===== src/hw/rtl/rrog_pkg.sv =====
// Shared types, constants and helpers of the rounded rectangle outline generator.
`default_nettype none
package rrog_pkg;

	localparam int COORD_BITS = 16;
	localparam int PPC_BITS   = 5;
	localparam logic [PPC_BITS-1:0] MAX_POINTS  = 5'd16;
	localparam logic [PPC_BITS-1:0] PPC_RESET   = 5'd8;

	typedef struct packed {
		logic [COORD_BITS-1:0] width;
		logic [COORD_BITS-1:0] height;
		logic [COORD_BITS-1:0] radius;
		logic [3:0]            corner_mask;
	} shape_t;

	typedef struct packed {
		logic [COORD_BITS-1:0] vertex_x;
		logic [COORD_BITS-1:0] vertex_y;
		logic                  last_vertex;
	} vertex_t;

	// one shape as handed from the front to the back: r = quo * n + rem
	typedef struct packed {
		shape_t                shape;
		logic [PPC_BITS-1:0]   n;
		logic [COORD_BITS-1:0] quo;
		logic [PPC_BITS-2:0]   rem;
	} job_t;

	typedef enum logic [1:0] {
		CORNER_TR,
		CORNER_BR,
		CORNER_BL,
		CORNER_TL
	} corner_t;

	typedef enum logic [1:0] {
		F_IDLE,
		F_DIV,
		F_PUSH
	} front_state_t;

	typedef enum logic [2:0] {
		B_IDLE,
		B_RSQ,
		B_CORNER,
		B_STEP,
		B_SQUARE,
		B_DIFF,
		B_SQRT,
		B_EMIT
	} back_state_t;

	function automatic logic corner_rounded(input logic [3:0] mask, input corner_t c);
		logic r;
		case (c)
			CORNER_TR: r = mask[1];
			CORNER_BR: r = mask[2];
			CORNER_BL: r = mask[3];
			CORNER_TL: r = mask[0];
			default:   r = 1'b0;
		endcase
		return r;
	endfunction

endpackage
`default_nettype wire


===== src/hw/rtl/rrog_front.sv =====
// Front end: takes a shape request, clamps the point count and divides radius by it.
`default_nettype none
module rrog_front
	import rrog_pkg::*;
(
	input  logic                clk,
	input  logic                arst_n,
	input  logic                shape_valid,
	output logic                shape_stall,
	input  shape_t              shape,
	input  logic [PPC_BITS-1:0] ppc,
	input  logic                full,
	output logic                push,
	output job_t                job
);

	front_state_t          state_q, state_d;
	shape_t                shape_q;
	logic [PPC_BITS-1:0]   n_q;
	logic [COORD_BITS-1:0] quo_q;
	logic [PPC_BITS-2:0]   rem_q;
	logic [3:0]            it_q;
	logic [PPC_BITS-1:0]   n_clamped;
	logic [PPC_BITS-1:0]   rem_t;
	logic                  fits;
	logic                  accept;

	always_comb begin
		if (ppc == '0) begin
			n_clamped = PPC_BITS'(1);
		end else if (ppc > MAX_POINTS) begin
			n_clamped = MAX_POINTS;
		end else begin
			n_clamped = ppc;
		end
	end

	assign shape_stall = (state_q != F_IDLE);
	assign accept      = shape_valid && !shape_stall;
	assign push        = (state_q == F_PUSH) && !full;

	// restoring division, one quotient bit per cycle
	assign rem_t = {rem_q, quo_q[COORD_BITS-1]};
	assign fits  = (rem_t >= n_q);

	always_comb begin
		state_d = state_q;
		case (state_q)
			F_IDLE: begin
				if (accept) state_d = F_DIV;
			end
			F_DIV: begin
				if (it_q == 4'(COORD_BITS - 1)) state_d = F_PUSH;
			end
			F_PUSH: begin
				if (!full) state_d = F_IDLE;
			end
			default: state_d = F_IDLE;
		endcase
	end

	always_ff @(posedge clk or negedge arst_n) begin
		if (!arst_n) begin
			state_q <= F_IDLE;
			it_q    <= '0;
		end else begin
			state_q <= state_d;
			if (state_q == F_DIV) it_q <= it_q + 4'd1;
			else it_q <= '0;
		end
	end

	always_ff @(posedge clk) begin
		if (accept) begin
			shape_q <= shape;
			n_q     <= n_clamped;
			quo_q   <= shape.radius;
			rem_q   <= '0;
		end else if (state_q == F_DIV) begin
			quo_q <= {quo_q[COORD_BITS-2:0], fits};
			rem_q <= fits ? (PPC_BITS-1)'(rem_t - n_q) : rem_t[PPC_BITS-2:0];
		end
	end

	assign job.shape = shape_q;
	assign job.n     = n_q;
	assign job.quo   = quo_q;
	assign job.rem   = rem_q;

	a_rem_below_n: assert property (@(posedge clk) disable iff (!arst_n)
		(state_q == F_PUSH) |-> ({1'b0, rem_q} < n_q))
		else $error("front: division remainder not below point count");

	a_n_range: assert property (@(posedge clk) disable iff (!arst_n)
		(state_q != F_IDLE) |-> (n_q != '0 && n_q <= MAX_POINTS))
		else $error("front: point count out of range");

	a_div_len: assert property (@(posedge clk) disable iff (!arst_n)
		$rose(state_q == F_PUSH) |-> $past(it_q) == 4'(COORD_BITS - 1))
		else $error("front: division ended early");

endmodule
`default_nettype wire


===== src/hw/rtl/rrog_queue.sv =====
// Short job queue between the front end and the vertex back end.
`default_nettype none
module rrog_queue
	import rrog_pkg::*;
#(
	parameter int DEPTH = 2
) (
	input  logic clk,
	input  logic arst_n,
	input  logic push,
	input  job_t wr_job,
	output logic full,
	input  logic pop,
	output job_t rd_job,
	output logic empty
);

	localparam int PTR_W = (DEPTH > 1) ? $clog2(DEPTH) : 1;
	localparam int CNT_W = $clog2(DEPTH + 1);

	job_t             mem [DEPTH];
	logic [PTR_W-1:0] wr_ptr_q, rd_ptr_q;
	logic [CNT_W-1:0] count_q;

	assign full   = (count_q == CNT_W'(DEPTH));
	assign empty  = (count_q == '0);
	assign rd_job = mem[rd_ptr_q];

	always_ff @(posedge clk) begin
		if (push) mem[wr_ptr_q] <= wr_job;
	end

	always_ff @(posedge clk or negedge arst_n) begin
		if (!arst_n) begin
			wr_ptr_q <= '0;
			rd_ptr_q <= '0;
			count_q  <= '0;
		end else begin
			if (push) begin
				wr_ptr_q <= (wr_ptr_q == PTR_W'(DEPTH - 1)) ? '0 : wr_ptr_q + 1'b1;
			end
			if (pop) begin
				rd_ptr_q <= (rd_ptr_q == PTR_W'(DEPTH - 1)) ? '0 : rd_ptr_q + 1'b1;
			end
			if (push && !pop) count_q <= count_q + 1'b1;
			else if (pop && !push) count_q <= count_q - 1'b1;
		end
	end

	a_no_overflow: assert property (@(posedge clk) disable iff (!arst_n)
		push |-> !full)
		else $error("queue: push while full");

	a_no_underflow: assert property (@(posedge clk) disable iff (!arst_n)
		pop |-> !empty)
		else $error("queue: pop while empty");

endmodule
`default_nettype wire


===== src/hw/rtl/rrog_back.sv =====
// Back end: walks corners and arc steps, takes the square root, drives the vertex register.
`default_nettype none
module rrog_back
	import rrog_pkg::*;
(
	input  logic    clk,
	input  logic    arst_n,
	input  logic    empty,
	input  job_t    rd_job,
	output logic    pop,
	output logic    vertex_valid,
	input  logic    vertex_stall,
	output vertex_t vertex
);

	back_state_t             state_q, state_d;
	job_t                    job_q;
	corner_t                 corner_q;
	logic                    arc_q;
	logic [PPC_BITS-1:0]     k_q;
	logic [COORD_BITS-1:0]   off_q;
	logic [PPC_BITS-1:0]     racc_q;
	logic [2*COORD_BITS-1:0] rr_q;
	logic [2*COORD_BITS-1:0] sq_q;
	logic [2*COORD_BITS-1:0] rad_q;
	logic [COORD_BITS+1:0]   srem_q;
	logic [COORD_BITS-1:0]   root_q;
	logic [3:0]              it_q;
	vertex_t                 vertex_q;
	logic                    vertex_valid_q;

	logic                    out_free;
	logic                    load;
	logic                    rounded;
	logic                    last_pt;
	logic [PPC_BITS-1:0]     racc_t;
	logic                    carry;
	logic [COORD_BITS+3:0]   srem_t;
	logic [COORD_BITS+3:0]   trial;
	logic                    take;
	logic [COORD_BITS-1:0]   w, h, r, x_d, y_d;

	assign w = job_q.shape.width;
	assign h = job_q.shape.height;
	assign r = job_q.shape.radius;

	assign pop      = (state_q == B_IDLE) && !empty;
	assign out_free = !vertex_valid_q || !vertex_stall;
	assign load     = (state_q == B_EMIT) && out_free;
	assign rounded  = corner_rounded(job_q.shape.corner_mask, corner_q);
	assign last_pt  = !arc_q || (k_q == job_q.n);

	// off = floor(k*r/n) kept as k*quo plus a running remainder
	assign racc_t = racc_q + PPC_BITS'(job_q.rem);
	assign carry  = (racc_t >= job_q.n);

	// square root, two radicand bits per cycle
	assign srem_t = {srem_q, rad_q[2*COORD_BITS-1 -: 2]};
	assign trial  = {2'b00, root_q, 2'b01};
	assign take   = (srem_t >= trial);

	always_comb begin
		x_d = '0;
		y_d = '0;
		if (arc_q) begin
			case (corner_q)
				CORNER_TR: begin x_d = off_q + w - r;  y_d = r - root_q;     end
				CORNER_BR: begin x_d = w + root_q - r; y_d = h - r + off_q;  end
				CORNER_BL: begin x_d = r - off_q;      y_d = h - r + root_q; end
				default:   begin x_d = r - root_q;     y_d = r - off_q;      end
			endcase
		end else begin
			case (corner_q)
				CORNER_TR: begin x_d = w;  y_d = '0; end
				CORNER_BR: begin x_d = w;  y_d = h;  end
				CORNER_BL: begin x_d = '0; y_d = h;  end
				default:   begin x_d = '0; y_d = '0; end
			endcase
		end
	end

	always_comb begin
		state_d = state_q;
		case (state_q)
			B_IDLE:   if (!empty) state_d = B_RSQ;
			B_RSQ:    state_d = B_CORNER;
			B_CORNER: state_d = rounded ? B_STEP : B_EMIT;
			B_STEP:   state_d = B_SQUARE;
			B_SQUARE: state_d = B_DIFF;
			B_DIFF:   state_d = B_SQRT;
			B_SQRT:   if (it_q == 4'(COORD_BITS - 1)) state_d = B_EMIT;
			B_EMIT: begin
				if (out_free) begin
					if (!last_pt) state_d = B_STEP;
					else if (corner_q == CORNER_TL) state_d = B_IDLE;
					else state_d = B_CORNER;
				end
			end
			default: state_d = B_IDLE;
		endcase
	end

	always_ff @(posedge clk or negedge arst_n) begin
		if (!arst_n) begin
			state_q        <= B_IDLE;
			corner_q       <= CORNER_TR;
			arc_q          <= 1'b0;
			k_q            <= '0;
			racc_q         <= '0;
			it_q           <= '0;
			vertex_valid_q <= 1'b0;
		end else begin
			state_q <= state_d;
			if (state_q == B_SQRT) it_q <= it_q + 4'd1;
			else it_q <= '0;
			if (load) vertex_valid_q <= 1'b1;
			else if (!vertex_stall) vertex_valid_q <= 1'b0;
			case (state_q)
				B_IDLE: begin
					corner_q <= CORNER_TR;
					k_q      <= '0;
					racc_q   <= '0;
				end
				B_CORNER: arc_q <= rounded;
				B_STEP: begin
					k_q    <= k_q + 1'b1;
					racc_q <= carry ? racc_t - job_q.n : racc_t;
				end
				B_EMIT: begin
					if (out_free && last_pt && corner_q != CORNER_TL) begin
						corner_q <= corner_t'(corner_q + 2'd1);
						k_q      <= '0;
						racc_q   <= '0;
					end
				end
				default: ;
			endcase
		end
	end

	always_ff @(posedge clk) begin
		if (pop) job_q <= rd_job;
		if (load) begin
			vertex_q.vertex_x    <= x_d;
			vertex_q.vertex_y    <= y_d;
			vertex_q.last_vertex <= last_pt && (corner_q == CORNER_TL);
		end
		case (state_q)
			B_RSQ:    rr_q <= r * r;
			B_CORNER: off_q <= '0;
			B_STEP:   off_q <= off_q + job_q.quo + COORD_BITS'(carry);
			B_SQUARE: sq_q <= off_q * off_q;
			B_DIFF: begin
				rad_q  <= rr_q - sq_q;
				srem_q <= '0;
				root_q <= '0;
			end
			B_SQRT: begin
				rad_q  <= {rad_q[2*COORD_BITS-3:0], 2'b00};
				srem_q <= take ? (COORD_BITS+2)'(srem_t - trial) : srem_t[COORD_BITS+1:0];
				root_q <= {root_q[COORD_BITS-2:0], take};
			end
			default: ;
		endcase
	end

	assign vertex_valid = vertex_valid_q;
	assign vertex       = vertex_q;

	a_step_bound: assert property (@(posedge clk) disable iff (!arst_n)
		(state_q == B_EMIT && arc_q) |-> (k_q != '0 && k_q <= job_q.n))
		else $error("back: arc step outside 1..n");

	a_racc_bound: assert property (@(posedge clk) disable iff (!arst_n)
		(state_q == B_SQUARE) |-> (racc_q < job_q.n))
		else $error("back: running remainder not below n");

	a_off_bound: assert property (@(posedge clk) disable iff (!arst_n)
		(state_q == B_SQUARE) |-> (off_q <= r))
		else $error("back: arc offset beyond radius");

	a_load_free: assert property (@(posedge clk) disable iff (!arst_n)
		(vertex_valid_q && vertex_stall) |=> $stable(vertex_q))
		else $error("back: held vertex overwritten");

endmodule
`default_nettype wire


===== src/hw/rtl/rounded_rect_outline_generator_unit.sv =====
// Top level of the rounded rectangle outline generator.
// Usage:
//   shape channel (shape_valid/shape_stall/shape): one request per rectangle with
//   width, height, radius (unsigned Q12.4) and the mask of rounded corners.
//   vertex channel (vertex_valid/vertex_stall/vertex): outline vertices clockwise,
//   corners top-right, bottom-right, bottom-left, top-left; last_vertex marks the end.
//   cfg channel (cfg_valid/cfg_ready/cfg_data): points per rounded corner, reset 8;
//   0 acts as 1, values above 16 act as 16. Write it only while the block is idle.
// Sequencing:
//   The front end handles one request at a time (accept, 16-step divide, hand-off) and
//   the queue can hold QUEUE_DEPTH more requests ahead of the back end.
//   The back end starts a shape in B_IDLE and B_RSQ, starts each corner in B_CORNER,
//   builds each arc vertex in B_STEP, B_SQUARE, B_DIFF, the 16-step square root in
//   B_SQRT and B_EMIT, and builds each square corner vertex in B_EMIT alone.
// A stalled vertex is held in the output register; the back end waits on it and the
// front end keeps filling the queue. Reset empties the queue and drops pending work.
`default_nettype none
module rounded_rect_outline_generator_unit
	import rrog_pkg::*;
#(
	parameter int QUEUE_DEPTH = 2
) (
	input  logic                clk,
	input  logic                arst_n,
	input  logic                shape_valid,
	output logic                shape_stall,
	input  shape_t              shape,
	output logic                vertex_valid,
	input  logic                vertex_stall,
	output vertex_t             vertex,
	input  logic                cfg_valid,
	output logic                cfg_ready,
	input  logic [PPC_BITS-1:0] cfg_data
);

	logic [PPC_BITS-1:0] ppc_q;
	logic                push, pop, full, empty;
	job_t                wr_job, rd_job;

	assign cfg_ready = 1'b1;

	always_ff @(posedge clk or negedge arst_n) begin
		if (!arst_n) begin
			ppc_q <= PPC_RESET;
		end else if (cfg_valid && cfg_ready) begin
			ppc_q <= cfg_data;
		end
	end

	rrog_front u_front (
		.clk         (clk),
		.arst_n      (arst_n),
		.shape_valid (shape_valid),
		.shape_stall (shape_stall),
		.shape       (shape),
		.ppc         (ppc_q),
		.full        (full),
		.push        (push),
		.job         (wr_job)
	);

	rrog_queue #(
		.DEPTH (QUEUE_DEPTH)
	) u_queue (
		.clk    (clk),
		.arst_n (arst_n),
		.push   (push),
		.wr_job (wr_job),
		.full   (full),
		.pop    (pop),
		.rd_job (rd_job),
		.empty  (empty)
	);

	rrog_back u_back (
		.clk          (clk),
		.arst_n       (arst_n),
		.empty        (empty),
		.rd_job       (rd_job),
		.pop          (pop),
		.vertex_valid (vertex_valid),
		.vertex_stall (vertex_stall),
		.vertex       (vertex)
	);

endmodule
`default_nettype wire


===== config.mk =====
export PLATFORM = sky130hd
export DESIGN_NAME = rounded_rect_outline_generator_unit
export DESIGN_NICKNAME = d
export VERILOG_FILES = /design/src/hw/rtl/rrog_pkg.sv /design/src/hw/rtl/rrog_front.sv /design/src/hw/rtl/rrog_queue.sv /design/src/hw/rtl/rrog_back.sv /design/src/hw/rtl/rounded_rect_outline_generator_unit.sv
export SDC_FILE = /design/constraint.sdc
export NUM_CORES = 2
export LEC_CHECK = 0
export BUFFER_PORTS_ARGS = -buffer_cell sky130_fd_sc_hd__buf_2
export CAP_MARGIN = 10
export CORE_MARGIN = 2
export CORE_UTILIZATION = 37
export CTS_BUF_LIST = sky130_fd_sc_hd__clkbuf_8
export DETAILED_ROUTE_END_ITERATION = 10
export GPL_TIMING_DRIVEN = 0
export SLEW_MARGIN = 30
export SYNTH_ARGS = -nofsm -noshare
export SYNTH_HDL_FRONTEND = slang
export SYNTH_SLANG_ARGS = --single-unit

===== constraint.sdc =====
create_clock -name clk -period 8.6 [get_ports clk]
set_input_delay 1.29 -clock clk [delete_from_list [all_inputs] [get_ports clk]]
set_output_delay 1.29 -clock clk [all_outputs]
set_load 0.005 [all_outputs]

==> results.json <==
{
  "path_class": "reg -> reg",
  "crit_path_cell_trace": "clkbuf_1 > clkinvlp_4 > nor2_1 > fa_1 > inv_1 > fa_1 > inv_1 > fa_1 > fa_1 > fa_1 > inv_1 > fa_1 > inv_1 > ha_1 > nand4_1 > nor2_1 > o211ai_1 > a2111oi_0 > o2111ai_1 > a31oi_1 > a211o_1 > a21oi_1 > xnor2_1",
  "hold_viol_final": 0,
  "chipWidth_microns": 340,
  "r2r-start": "u_back.off_q[3]$_SDFFCE_PN0P_",
  "post_cts_buffers": 0,
  "clock_latency_ns": 0.71,
  "hold_ws_ns": 0.442,
  "grt_max_degree": 46,
  "synth-edff-count": 481,
  "cts_tree": "yes",
  "multiInputGateArea_sq_um": 23400,
  "dpl.hpwl_mm": 84.8,
  "cts_made_buffers": 86,
  "grt_pass1_wl_mm": 165,
  "wire_per_inst_microns": 18.7,
  "cp.buffers_inverters": 6,
  "core-area_sq_um": 112000,
  "drt-initial-drc-count": 2313,
  "min_period_ns": 8.10,
  "critical_path_required_ns": 9.04,
  "yosysWarnings": 0,
  "slowest_delay_ns": 0.75,
  "num_io_pins": 98,
  "clockBufferDepth": 3,
  "synthesis.area_sq_um": 41800,
  "fin_skew_ns": 0.0430,
  "h-tree-depth": 3,
  "worst_path_max_delay_cell": "a2111oi_0",
  "critPathLaunchType": "register",
  "cts_resized": 0,
  "fillCellCount": 10900,
  "drv_cap": 0,
  "syn_to_final_growth_pct": 10.8,
  "setup_viol": 0,
  "gp_congestion": 0.940,
  "hold_class": "reg -> reg",
  "relSlewSlack_pct": 35.3,
  "rows": 123,
  "ff2ff_path_depth": 23,
  "postCtsHoldBufs": 0,
  "yosysSeqAreaShare_pct": 36.9,
  "critPathLaunch": "u_back.off_q[3]$_SDFFCE_PN0P_",
  "drive_gt1_share_pct": 9.62,
  "finalCritPeriodShare_pct": 94.2,
  "final_cell_mix": "731 x inv_1, 481 x edfxtp_1, 380 x ha_1",
  "syn_nets": 4710,
  "numClockSinks": 521,
  "crit_path_end_kind": "register",
  "synthCells": 3904,
  "seq_area_sq_um": 15400,
  "critPathMaxFanout": 11,
  "rsz0062_at_grt": "false",
  "route.detailed.drc": 0,
  "die_area_sq_um": 116000,
  "crit_path_frequent_cell": "fa_1",
  "viasPerCell": 5.04,
  "path_depth": 23,
  "ant_nets": 0,
  "r2r-end": "u_back.sq_q[31]$_DFFE_PP_",
  "synth_top_flop_cell": "edfxtp_1",
  "avgSynthCellArea_sq_um": 10.7,
  "arrival_ns": 8.54,
  "drtPass1Iterations": 5,
  "grt_util_all_layers_pct": 18.4,
  "routed-via-count": 28700,
  "io_buffers": 96,
  "mostFrequentLayoutCell": "inv_1",
  "finalMaxSlewViolations": 0,
  "path_clk_slew_ns": 0.06,
  "fp.dieH_microns": 340,
  "initial_core_util_pct": 37.2,
  "cpLargestDelayFamily": "adder cells",
  "synth_cell_types": 92,
  "cp-endpoint": "u_back.sq_q[31]$_DFFE_PP_",
  "tightest_slew_ns": 0.971,
  "max_freq_ghz": 0.123,
  "antenna_found_initial": 4,
  "cts-root-buf": "clkbuf_8",
  "routed_wl_mm": 106,
  "gr-total-overflow": 0,
  "synthArstFlopShare_pct": 6.91,
  "first_global_vias": 29000,
  "r2r_slack_ns": 0.50,
  "fin_nets": 4921,
  "synth_seq_cells": 521,
  "outcome": "complete, no violations"
}
==> cells in the mapped netlist, drive strengths merged (85+ instances only) <==
cell	number	area, sq um
a21oi	194	971
clkbuf	85	319
edfxtp	481	14400
fa	364	7290
ha	380	4750
inv	703	2640
mux2	103	1160
nand2	284	1070
nor2	296	1110
o21ai	142	711
xnor2	129	1130
xor2	92	806
==> registers in the layout, summed over array words and instances (netlist names), 16 cells and up <==
| name | count |
|---|---|
| u_back.h | 16 |
| u_back.job_q | 29 |
| u_back.off_q | 16 |
| u_back.r | 16 |
| u_back.rad_q | 32 |
| u_back.root_q | 16 |
| u_back.rr_q | 31 |
| u_back.sq_q | 31 |
| u_back.srem_q | 18 |
| u_back.vertex | 33 |
| u_back.w | 16 |
| u_front.job | 52 |
| u_front.quo_q | 16 |
| u_queue.mem | 154 |
==> worst min path at each step <==
stage / startpoint / end / depth (start not counted)
after global placement: u_front.job[35]$_DFFE_PP_ / u_queue.mem[0][35]$_DFFE_PP_ / 0
after detailed placement: u_front.job[68]$_DFFE_PP_ / u_queue.mem[1][68]$_DFFE_PP_ / 0
after floorplan: u_front.job[25]$_DFFE_PP_ / u_queue.mem[0][25]$_DFFE_PP_ / 0
after CTS: arst_n / ppc_q[1]$_DFFE_PN0P_ / 1
after global routing: u_front.job[69]$_DFFE_PP_ / u_queue.mem[1][69]$_DFFE_PP_ / 0
final: u_front.job[71]$_DFFE_PP_ / u_queue.mem[1][71]$_DFFE_PP_ / 0
==> area by class of cell <==
cell class / instances / share of cell area [%]
plain buffers: 97 / 0.864
multi-input cells: 2577 / 50.4
clock inverters: 74 / 1.10
inverters: 709 / 5.76
repair buffers: 123 / 1.92
clock buffers: 87 / 2.58
well taps: 1500 / 4.05
diodes: 3 / 0.0162
flip-flops and latches: 521 / 33.3
==> per-stage QoR <==
stage	utilization (%)	worst slack (ns)	instances	cell area, sq um	TNS (ns)
5_1_grt	41.2	0.137	5689	46300	0
3_3_place_gp	39.3	-1.96	5500	44200	-119.33
4_1_cts	41.2	0.389	5688	46300	0
2_1_floorplan	-	1.22	3904	41800	0
3_5_place_dp	39.7	0.407	5527	44600	0
6_report	41.3	0.500	5691	46300	0
==> layer usage <==
metal	global-route usage [%]	share of wire, %
met1	25.0	44
met2	30.2	47
met3	2.89	5.8
met4	5.60	2.8
met5	0	0
==> kinds of logic after synthesis <==
| kind of cell | Yosys count | share of synthesized area (%) |
|---|---|---|
| AOI/OAI and AO/OA | 670 | 10.5 |
| xor gates and xnor gates | 221 | 4.63 |
| adders and majority gates | 744 | 28.8 |
| buffers and inverters | 806 | 7.31 |
| DFF | 521 | 36.9 |
| muxes | 122 | 3.24 |
| other | 1 | 0.00897 |
| and+or+nand+nor | 819 | 8.65 |
Power is left out: the tool's default activity adds up to more than one toggle a clock period on the data nets, which glitch-free logic cannot reach.
